--- src/segment_time_profiler_assert.svh ---
// ----------------------------------------------------------------------------
// Segment time profiler assertion macros
// Clocked on clk, disabled while rst_n is low.
// ----------------------------------------------------------------------------
`ifndef SEGMENT_TIME_PROFILER_ASSERT_SVH
`define SEGMENT_TIME_PROFILER_ASSERT_SVH

// Consequent must hold in the same cycle as the antecedent
`define STP_ASSERT_SAME(label, ante, cons) \
    label: assert property (@(posedge clk) disable iff (!rst_n) (ante) |-> (cons)) \
        else $error("segment_time_profiler: same-cycle check failed");

// Consequent must hold in the cycle after the antecedent
`define STP_ASSERT_NEXT(label, ante, cons) \
    label: assert property (@(posedge clk) disable iff (!rst_n) (ante) |=> (cons)) \
        else $error("segment_time_profiler: next-cycle check failed");

`endif

--- src/stp_pkg.sv ---
// ----------------------------------------------------------------------------
// stp_pkg
// Types, codes and defaults shared by the segment time profiler modules.
// ----------------------------------------------------------------------------
`default_nettype none

package stp_pkg;

    localparam int SEGMENTS_DEF     = 8;
    localparam int SPAN_A_PARTS_DEF = 4;
    localparam int SPAN_B_PARTS_DEF = 4;

    localparam int BAND_COUNT = 3;
    localparam int BAND_IW    = 2;

    localparam logic [31:0] BAND_LOW_RESET  = 32'd50;
    localparam logic [31:0] BAND_MID_RESET  = 32'd100;
    localparam logic [31:0] BAND_HIGH_RESET = 32'd200;

    typedef enum logic [2:0] {
        OP_MARK      = 3'd0,
        OP_MARK_SEED = 3'd1,
        OP_WRAP      = 3'd2,
        OP_OPEN_A    = 3'd3,
        OP_MARK_A    = 3'd4,
        OP_MARK_B    = 3'd5,
        OP_CLEAR_MAX = 3'd6,
        OP_READ      = 3'd7
    } opcode_t;

    typedef enum logic [3:0] {
        BANK_PASSES   = 4'd0,
        BANK_PASS_MAX = 4'd1,
        BANK_SEG_SUM  = 4'd2,
        BANK_SEG_MAX  = 4'd3,
        BANK_BAND     = 4'd4,
        BANK_A_SUM    = 4'd5,
        BANK_A_MAX    = 4'd6,
        BANK_B_SUM    = 4'd7,
        BANK_B_MAX    = 4'd8,
        BANK_B_COUNT  = 4'd9
    } bank_t;

    typedef enum logic [1:0] {
        REG_BAND_LOW  = 2'd0,
        REG_BAND_MID  = 2'd1,
        REG_BAND_HIGH = 2'd2
    } reg_idx_t;

    typedef struct packed {
        opcode_t     op;
        logic [31:0] now_us;
        logic [2:0]  index;
        bank_t       bank;
    } stp_item_t;

    typedef struct packed {
        logic [31:0] band_low_us;
        logic [31:0] band_mid_us;
        logic [31:0] band_high_us;
    } stp_cfg_t;

endpackage

`default_nettype wire

--- src/stp_core.sv ---
// ----------------------------------------------------------------------------
// stp_core
// Counter banks of the profiler: executes one item per cycle while exec is
// high and drives the read value of the item being executed.
// ----------------------------------------------------------------------------
`default_nettype none

module stp_core
    import stp_pkg::*;
#(
    parameter int SEGMENTS     = SEGMENTS_DEF,
    parameter int SPAN_A_PARTS = SPAN_A_PARTS_DEF,
    parameter int SPAN_B_PARTS = SPAN_B_PARTS_DEF
) (
    input  wire logic        clk,
    input  wire logic        rst_n,
    input  wire logic        exec,
    input  wire stp_item_t   item,
    input  wire stp_cfg_t    cfg,
    output logic [31:0]      rd_data
);

    localparam int SIW = (SEGMENTS > 1) ? $clog2(SEGMENTS) : 1;
    localparam int AIW = (SPAN_A_PARTS > 1) ? $clog2(SPAN_A_PARTS) : 1;
    localparam int BIW = (SPAN_B_PARTS > 1) ? $clog2(SPAN_B_PARTS) : 1;

    logic [31:0] last_stamp_reg;
    logic [31:0] pass_start_reg;
    logic [31:0] pass_max_reg;
    logic [31:0] pass_count_reg;
    logic [31:0] band_counts_reg [BAND_COUNT];
    logic [31:0] seg_sums_reg    [SEGMENTS];
    logic [31:0] seg_max_reg     [SEGMENTS];
    logic [31:0] a_last_reg;
    logic [31:0] a_sums_reg      [SPAN_A_PARTS];
    logic [31:0] a_max_reg       [SPAN_A_PARTS];
    logic [31:0] b_last_reg;
    logic [31:0] b_sums_reg      [SPAN_B_PARTS];
    logic [31:0] b_max_reg       [SPAN_B_PARTS];
    logic [31:0] b_counts_reg    [SPAN_B_PARTS];

    logic [SIW-1:0]     seg_sel;
    logic [AIW-1:0]     a_sel;
    logic [BIW-1:0]     b_sel;
    logic [BAND_IW-1:0] band_sel;
    logic               seg_hit;
    logic               a_hit;
    logic               b_hit;
    logic               band_hit;
    logic [31:0]        seg_delta;
    logic [31:0]        a_delta;
    logic [31:0]        b_delta;
    logic [31:0]        period;
    logic               band0;
    logic               band1;
    logic               band2;

    // Decode index and form deltas
    always_comb
    begin
        seg_sel   = item.index[SIW-1:0];
        a_sel     = item.index[AIW-1:0];
        b_sel     = item.index[BIW-1:0];
        band_sel  = item.index[BAND_IW-1:0];
        seg_hit   = {1'b0, item.index} < 4'(SEGMENTS);
        a_hit     = {1'b0, item.index} < 4'(SPAN_A_PARTS);
        b_hit     = {1'b0, item.index} < 4'(SPAN_B_PARTS);
        band_hit  = {1'b0, item.index} < 4'(BAND_COUNT);
        seg_delta = item.now_us - last_stamp_reg;
        a_delta   = item.now_us - a_last_reg;
        b_delta   = item.now_us - b_last_reg;
        period    = item.now_us - pass_start_reg;
        band0     = period >= cfg.band_low_us;
        band1     = band0 && (period >= cfg.band_mid_us);
        band2     = band1 && (period >= cfg.band_high_us);
    end

    // Update counter banks
    always_ff @(posedge clk or negedge rst_n)
    begin
        if (!rst_n)
        begin
            last_stamp_reg <= '0;
            pass_start_reg <= '0;
            pass_max_reg   <= '0;
            pass_count_reg <= '0;
            a_last_reg     <= '0;
            b_last_reg     <= '0;
            for (int i = 0; i < BAND_COUNT; i++)
            begin
                band_counts_reg[i] <= '0;
            end
            for (int i = 0; i < SEGMENTS; i++)
            begin
                seg_sums_reg[i] <= '0;
                seg_max_reg[i]  <= '0;
            end
            for (int i = 0; i < SPAN_A_PARTS; i++)
            begin
                a_sums_reg[i] <= '0;
                a_max_reg[i]  <= '0;
            end
            for (int i = 0; i < SPAN_B_PARTS; i++)
            begin
                b_sums_reg[i]   <= '0;
                b_max_reg[i]    <= '0;
                b_counts_reg[i] <= '0;
            end
        end
        else if (exec)
        begin
            unique case (item.op)
                OP_MARK, OP_MARK_SEED, OP_WRAP:
                begin
                    last_stamp_reg <= item.now_us;
                    if (seg_hit)
                    begin
                        seg_sums_reg[seg_sel] <= seg_sums_reg[seg_sel] + seg_delta;
                        if (seg_delta > seg_max_reg[seg_sel])
                        begin
                            seg_max_reg[seg_sel] <= seg_delta;
                        end
                    end
                    if (item.op == OP_MARK_SEED)
                    begin
                        b_last_reg <= item.now_us;
                    end
                    if (item.op == OP_WRAP)
                    begin
                        // period ends at the new last stamp, which is now_us
                        if (period > pass_max_reg)
                        begin
                            pass_max_reg <= period;
                        end
                        pass_start_reg <= item.now_us;
                        pass_count_reg <= pass_count_reg + 32'd1;
                        if (band0)
                        begin
                            band_counts_reg[0] <= band_counts_reg[0] + 32'd1;
                        end
                        if (band1)
                        begin
                            band_counts_reg[1] <= band_counts_reg[1] + 32'd1;
                        end
                        if (band2)
                        begin
                            band_counts_reg[2] <= band_counts_reg[2] + 32'd1;
                        end
                    end
                end
                OP_OPEN_A:
                begin
                    a_last_reg <= last_stamp_reg;
                end
                OP_MARK_A:
                begin
                    a_last_reg <= item.now_us;
                    if (a_hit)
                    begin
                        a_sums_reg[a_sel] <= a_sums_reg[a_sel] + a_delta;
                        if (a_delta > a_max_reg[a_sel])
                        begin
                            a_max_reg[a_sel] <= a_delta;
                        end
                    end
                end
                OP_MARK_B:
                begin
                    b_last_reg <= item.now_us;
                    if (b_hit)
                    begin
                        b_counts_reg[b_sel] <= b_counts_reg[b_sel] + 32'd1;
                        b_sums_reg[b_sel]   <= b_sums_reg[b_sel] + b_delta;
                        if (b_delta > b_max_reg[b_sel])
                        begin
                            b_max_reg[b_sel] <= b_delta;
                        end
                    end
                end
                OP_CLEAR_MAX:
                begin
                    pass_max_reg <= '0;
                    for (int i = 0; i < SEGMENTS; i++)
                    begin
                        seg_max_reg[i] <= '0;
                    end
                    for (int i = 0; i < SPAN_A_PARTS; i++)
                    begin
                        a_max_reg[i] <= '0;
                    end
                    for (int i = 0; i < SPAN_B_PARTS; i++)
                    begin
                        b_max_reg[i] <= '0;
                    end
                end
                OP_READ:
                begin
                end
            endcase
        end
    end

    // Select the counter for a read
    always_comb
    begin
        unique case (item.bank)
            BANK_PASSES:   rd_data = pass_count_reg;
            BANK_PASS_MAX: rd_data = pass_max_reg;
            BANK_SEG_SUM:  rd_data = seg_hit  ? seg_sums_reg[seg_sel]     : '0;
            BANK_SEG_MAX:  rd_data = seg_hit  ? seg_max_reg[seg_sel]      : '0;
            BANK_BAND:     rd_data = band_hit ? band_counts_reg[band_sel] : '0;
            BANK_A_SUM:    rd_data = a_hit    ? a_sums_reg[a_sel]         : '0;
            BANK_A_MAX:    rd_data = a_hit    ? a_max_reg[a_sel]          : '0;
            BANK_B_SUM:    rd_data = b_hit    ? b_sums_reg[b_sel]         : '0;
            BANK_B_MAX:    rd_data = b_hit    ? b_max_reg[b_sel]          : '0;
            BANK_B_COUNT:  rd_data = b_hit    ? b_counts_reg[b_sel]       : '0;
            default:       rd_data = '0;
        endcase
    end

endmodule

`default_nettype wire

--- src/segment_time_profiler.sv ---
// Segment time profiler: takes one item per clock cycle with no stalls of its
// own, save for the read stall below. An accepted item sits in the input
// register, where it updates the counter banks with one subtract, add and
// compare per bank; a read item places its counter value in the output
// register as it executes, and the result shows on the master side from that
// register. The input side stalls only while the output register holds a
// result that has not been taken and the held item is a read. Band thresholds
// are written through the configuration channel, which is always ready.
// ----------------------------------------------------------------------------
// segment_time_profiler
// Top level: input register, output register, band thresholds and checks.
// ----------------------------------------------------------------------------
`default_nettype none

`include "segment_time_profiler_assert.svh"

module segment_time_profiler
    import stp_pkg::*;
#(
    parameter int SEGMENTS     = SEGMENTS_DEF,
    parameter int SPAN_A_PARTS = SPAN_A_PARTS_DEF,
    parameter int SPAN_B_PARTS = SPAN_B_PARTS_DEF
) (
    input  wire logic        clk,
    input  wire logic        rst_n,
    input  wire logic        s_axis_tvalid,
    output logic             s_axis_tready,
    input  wire logic [39:0] s_axis_tdata,   // now_us[31:0], index[34:32], read_bank[38:35]
    input  wire logic [2:0]  s_axis_tuser,   // opcode[2:0]
    output logic             m_axis_tvalid,
    input  wire logic        m_axis_tready,
    output logic [31:0]      m_axis_tdata,   // read_data[31:0]
    input  wire logic        cfg_valid,
    output logic             cfg_ready,
    input  wire logic [1:0]  cfg_index,
    input  wire logic [31:0] cfg_data
);

    logic        in_valid_reg;
    stp_item_t   in_item_reg;
    logic        out_valid_reg;
    logic [31:0] out_data_reg;
    stp_cfg_t    cfg_reg;
    logic        out_free;
    logic        exec;
    logic        is_read;
    logic [31:0] rd_data;

    // Issue the held item when its result has somewhere to go
    always_comb
    begin
        is_read       = in_item_reg.op == OP_READ;
        out_free      = !out_valid_reg || m_axis_tready;
        exec          = in_valid_reg && (!is_read || out_free);
        s_axis_tready = !in_valid_reg || exec;
        cfg_ready     = 1'b1;
        m_axis_tvalid = out_valid_reg;
        m_axis_tdata  = out_data_reg;
    end

    // Input register
    always_ff @(posedge clk or negedge rst_n)
    begin
        if (!rst_n)
        begin
            in_valid_reg <= 1'b0;
        end
        else if (s_axis_tready)
        begin
            in_valid_reg <= s_axis_tvalid;
        end
    end

    always_ff @(posedge clk)
    begin
        if (s_axis_tvalid && s_axis_tready)
        begin
            in_item_reg.op     <= opcode_t'(s_axis_tuser);
            in_item_reg.now_us <= s_axis_tdata[31:0];
            in_item_reg.index  <= s_axis_tdata[34:32];
            in_item_reg.bank   <= bank_t'(s_axis_tdata[38:35]);
        end
    end

    // Output register
    always_ff @(posedge clk or negedge rst_n)
    begin
        if (!rst_n)
        begin
            out_valid_reg <= 1'b0;
        end
        else if (exec && is_read)
        begin
            out_valid_reg <= 1'b1;
        end
        else if (m_axis_tready)
        begin
            out_valid_reg <= 1'b0;
        end
    end

    always_ff @(posedge clk)
    begin
        if (exec && is_read)
        begin
            out_data_reg <= rd_data;
        end
    end

    // Band thresholds
    always_ff @(posedge clk or negedge rst_n)
    begin
        if (!rst_n)
        begin
            cfg_reg.band_low_us  <= BAND_LOW_RESET;
            cfg_reg.band_mid_us  <= BAND_MID_RESET;
            cfg_reg.band_high_us <= BAND_HIGH_RESET;
        end
        else if (cfg_valid && cfg_ready)
        begin
            unique case (cfg_index)
                REG_BAND_LOW:  cfg_reg.band_low_us  <= cfg_data;
                REG_BAND_MID:  cfg_reg.band_mid_us  <= cfg_data;
                REG_BAND_HIGH: cfg_reg.band_high_us <= cfg_data;
                default:
                begin
                end
            endcase
        end
    end

    stp_core #(
        .SEGMENTS     (SEGMENTS),
        .SPAN_A_PARTS (SPAN_A_PARTS),
        .SPAN_B_PARTS (SPAN_B_PARTS)
    ) u_core (
        .clk     (clk),
        .rst_n   (rst_n),
        .exec    (exec),
        .item    (in_item_reg),
        .cfg     (cfg_reg),
        .rd_data (rd_data)
    );

    // A read that executes always lands in the output register
    `STP_ASSERT_NEXT(a_read_lands, exec && is_read, m_axis_tvalid && (m_axis_tdata == $past(rd_data)))
    // A held item that cannot issue stays in place
    `STP_ASSERT_NEXT(a_hold_item, in_valid_reg && !exec, in_valid_reg && $stable(in_item_reg))
    // No result appears without a read executing
    `STP_ASSERT_NEXT(a_no_spurious, !m_axis_tvalid && !(exec && is_read), !m_axis_tvalid)
    // A stalled input side means a read waits on a full output
    `STP_ASSERT_SAME(a_stall_cause, !s_axis_tready, is_read && out_valid_reg && !m_axis_tready)

endmodule

`default_nettype wire

--- config.mk ---
export PLATFORM = sky130hd
export DESIGN_NAME = segment_time_profiler
export DESIGN_NICKNAME = d
export VERILOG_FILES = /design/src/stp_pkg.sv /design/src/stp_core.sv /design/src/segment_time_profiler.sv
export VERILOG_INCLUDE_DIRS = /design/src /design/src/src
export SDC_FILE = /design/constraint.sdc
export NUM_CORES = 2
export LEC_CHECK = 0
export BUFFER_PORTS_ARGS = -buffer_cell sky130_fd_sc_hd__buf_2
export CORE_MARGIN = 3
export CORE_UTILIZATION = 50
export CTS_CLUSTER_DIAMETER = 150
export DETAILED_ROUTE_END_ITERATION = 16
export PLACE_DENSITY_LB_ADDON = 0.25
export SLEW_MARGIN = 5
export SYNTH_ARGS = -nofsm -noshare
export SYNTH_HDL_FRONTEND = slang
export SYNTH_HIERARCHICAL = 1
export SYNTH_SLANG_ARGS = --single-unit
--- constraint.sdc ---
create_clock -name clk -period 5.1 [get_ports clk]
set_input_delay 1.02 -clock clk [delete_from_list [all_inputs] [get_ports clk]]
set_output_delay 1.02 -clock clk [all_outputs]
set_load 0.01 [all_outputs]
==> flow_summary.ini <==
[run_status]
run_status = finished, violations left
failing_checks = setup timing

[floorplan]
die_height_um = 424
floorplan.initialDensity_pct = 50.6
placement_row_count = 152
die_area_um2 = 180000
die_w_um = 424
core_region_area_um2 = 172000
io_count = 117

[synthesis]
synth_largest_area_cell = sky130_fd_sc_hd__dfrtp_1
seq_area_frac_synth_pct = 46.7
mappedNetlistArea_um2 = 87200
synth-seq-cells = 1612
synth_area_per_cell_um2 = 10.5
synth_top_area_share_pct = 43.9
ys_types = 100
synth-edff-count = 74
synth-warning-count = 6
ys_dominant_reg_cell = sky130_fd_sc_hd__dfrtp_1
post_synth_main_area_contributors = sky130_fd_sc_hd__dfrtp_1, sky130_fd_sc_hd__mux4_2, sky130_fd_sc_hd__nand2_1
synthesis.instances = 8325
post_syn_nets = 8860
asyncSetResetFlopFracSynth_pct = 95.4

[timing]
final_max_tran_viols = 0
timing_worst_slew_pin_value_ns = 1.23
setup_viol_count_final = 719
finalHoldViolations = 0
timing.final.crit_share_pct = 109
relSlewSlack_pct = 17.6
grt_setup_unrepaired = yes
finalClockSkew_ns = 0.0319
postLayoutSetupSlackWorst_ns = -0.453
post-route-min-period_ns = 5.55
clock.fmax_mhz = 180
holdWs_ns = 0.186

[routing]
route.vias.total = 70611
total_iterations_of_the_first_detailed_routing_run = 9
drt_iter0_markers = 6868
detail-route-antenna-nets = 0
detail_route.wirelength_um = 290000
route.detailed.vias_per_inst = 6.09
wl_cell_um = 25.0
drc = 0

[critical_path]
worstSetupPathType = register to register
critPathRequiredTime_ns = 5.81
crit_path_end_kind = register
timing.critical_path.from = in_item_reg[7]
critical_path.startpoint_type = register
cp_slowest_stage_delay_ns = 0.51
timing.critical_path.fanout_max = 12
slowest_stage = sky130_fd_sc_hd__or4b_4
crit-reg2reg-launch = in_item_reg[7]
data_arrival_time_of_the_worst_path_ns = 6.26
timing.critical_path.mode_cell = sky130_fd_sc_hd__buf_4

[flow_run]
drv.max_cap_violation_count = 0

[power]
share_comb_of_total_power_pct = 46.3
power.leakage_nw = 49.9
internal_power_summed_over_all_cells_mw = 35.8
switching_share_pct = 38.5
power_frac_clock_pct = 22.2
power.net_switching_mw = 22.4
power.share.sequential_pct = 31.5
ir_drop_mv = 0.493
p_per_area_nw_per_um2 = 554

[clock_tree]
cts-buffers-inserted = 177
cts_tree = done
max-clock-path-buffers = 3
h-tree-depth = 4
worstSkewPairLatency_ns = 0.83
cts_root_buf = sky130_fd_sc_hd__clkbuf_16
clk_pin_slew_ns = 0.06
tritoncts_sink_count = 1612

[global_route]
antenna_violations_before_repair = 14
grt_pass1_wl_um = 436000
grt_start_max_net_pins = 171
globalRouteTotalUtil_pct = 31.9
grt_remaining_overflow = 0
vias_in_the_first_global_route = 70469

[final_layout]
finish.instance_area_um2 = 105000
finalNetCount = 9666
most_common_library_cell_in_the_layout_ignoring_fill_and_taps = sky130_fd_sc_hd__nand2_1
mostFrequentLayoutCells = sky130_fd_sc_hd__nand2_1, sky130_fd_sc_hd__dfrtp_1, sky130_fd_sc_hd__buf_4
fraction_of_layout_instances_using_a_drive_strength_above_1_pct = 23.9
area_delta_synth_final_pct = 20.4
fin_cells = 11600

[place]
placer_s_final_routability_congestion_estimate = 0.998
place_hpwl_um = 208000
number_of_port_buffers = 114
placed_cells_incl_taps = 11194
placement.cell_area_um2 = 96800

[min_path]
hold_path_class = primary input to asynchronous set/reset pin
[layer usage]
layer,part of all wire (%),vias to the layer above,global-route usage [%]
li1,-,31481,-
met1,39,35376,41.8
met2,45,2979,48.3
met3,8.8,771,7.33
met4,7.0,4,19.7
met5,0.010,-,0
[layout make-up]
| type | count | area [µm²] |
|---|---|---|
| fillers | 13953 | 67500 |
| multi-input cells | 5842 | 44800 |
| flip-flops and latches | 1612 | 40700 |
| repair buffers | 1077 | 9080 |
| clock buffers | 262 | 5200 |
| well taps | 2310 | 2890 |
| inverters | 421 | 1580 |
| clock inverters | 69 | 706 |
| diodes | 7 | 17.5 |
[power groups by stage]
| stage | Sequential (mW) | Combinational, mW | Clock (mW) |
|---|---|---|---|
| 3_5_place_dp | 18.4 | 25.4 | 0 |
| 2_1_floorplan | 17.7 | 15.1 | 0 |
| 3_3_place_gp | 18.2 | 24.8 | 0 |
| 5_1_grt | 18.7 | 29.2 | 13.7 |
| 4_1_cts | 18.2 | 25.9 | 13.2 |
| 6_report | 18.3 | 26.9 | 12.9 |
[critical path, delay by kind of cell (launching register included)]
family / cells / cell delay, ns
flops: 1 / 0.36
compound gates: 11 / 2.11
simple gates: 4 / 0.98
fa+ha+maj: 3 / 0.66
buf+inv: 10 / 1.31
[cells in the mapped netlist (9+ instances only)]
cell	count
sky130_fd_sc_hd__inv_1	421
sky130_fd_sc_hd__dfrtp_1	1529
sky130_fd_sc_hd__a211o_1	25
sky130_fd_sc_hd__nand3_1	115
sky130_fd_sc_hd__o31a_1	9
sky130_fd_sc_hd__nand2b_1	45
sky130_fd_sc_hd__a22o_1	317
sky130_fd_sc_hd__o21ai_1	24
sky130_fd_sc_hd__and2_1	26
sky130_fd_sc_hd__nor4_1	27
sky130_fd_sc_hd__mux2_2	270
sky130_fd_sc_hd__o21a_1	28
sky130_fd_sc_hd__a21o_1	208
sky130_fd_sc_hd__a31oi_1	48
sky130_fd_sc_hd__o21bai_1	47
sky130_fd_sc_hd__xnor2_1	199
sky130_fd_sc_hd__nor3_1	81
sky130_fd_sc_hd__dfstp_2	9
sky130_fd_sc_hd__buf_2	52
sky130_fd_sc_hd__and3_1	58
sky130_fd_sc_hd__o211ai_1	17
sky130_fd_sc_hd__clkbuf_1	352
sky130_fd_sc_hd__o31ai_1	186
sky130_fd_sc_hd__ha_1	446
sky130_fd_sc_hd__edfxtp_1	74
sky130_fd_sc_hd__a21oi_1	249
sky130_fd_sc_hd__a22oi_1	51
sky130_fd_sc_hd__or2_2	9
sky130_fd_sc_hd__mux4_2	288
sky130_fd_sc_hd__and4_1	17
sky130_fd_sc_hd__xor2_1	143
sky130_fd_sc_hd__nand2_1	1606
sky130_fd_sc_hd__nor2b_1	47
sky130_fd_sc_hd__or3_1	13
sky130_fd_sc_hd__a221oi_1	16
sky130_fd_sc_hd__nor2_1	211
sky130_fd_sc_hd__a211oi_1	21
sky130_fd_sc_hd__mux2i_1	100
sky130_fd_sc_hd__o21ai_0	622
sky130_fd_sc_hd__a222oi_1	32
sky130_fd_sc_hd__nand4_1	105
sky130_fd_sc_hd__buf_1	30
[repair_timing]
action,4_1_cts,5_1_grt
gates cloned,9,5
hold buffers,0,0
pin swaps,55,125
setup endpoints to repair,834,870
endpoints found under the hold margin,0,0
resized for setup,120,173
buffers inserted,25,33
[logic make-up (layout without fill, tap and decap cells)]
family	Yosys count	in the layout	synth area share, %
AO/OA/AOI/OAI	1992	1992	15.4
XOR/XNOR	350	350	3.58
adder cells (fa/ha/maj)	453	453	6.56
buffers and inverters	871	1829	3.93
flip-flops	1612	1612	46.7
multiplexers	660	660	12.1
other	1	8	0.00430
AND/OR/NAND/NOR	2386	2386	11.7
[path summary, 6_finish.rpt]
kind	endpoint	slack, ns	cells past startpoint
setup / recovery	u_core/a_max_reg[42]	-0.45	28
hold / removal	u_core/seg_sums_reg[176]	0.19	1
setup reg to reg	u_core/a_max_reg[42]	-0.45	28
hold reg to reg	u_core/b_sums_reg[10]	0.47	2
max in group asynchronous	u_core/band_counts_reg[84]	3.34	2
min in group clk	in_item_reg[40]	0.37	1
[stage by stage]
stage	setup TNS, ns	total power [mW]	utilization, %	setup slack, ns
after floorplan	-1.81	32.8	-	-0.0471
after global placement	-281.68	43.0	56.1	-0.613
after detailed placement	-332.54	43.8	56.1	-0.657
after CTS	-120.67	57.3	60.1	-0.400
after global routing	-349.22	61.6	60.9	-0.668
final	-158.54	58.2	60.9	-0.453
(Power assumes the default switching activity.)
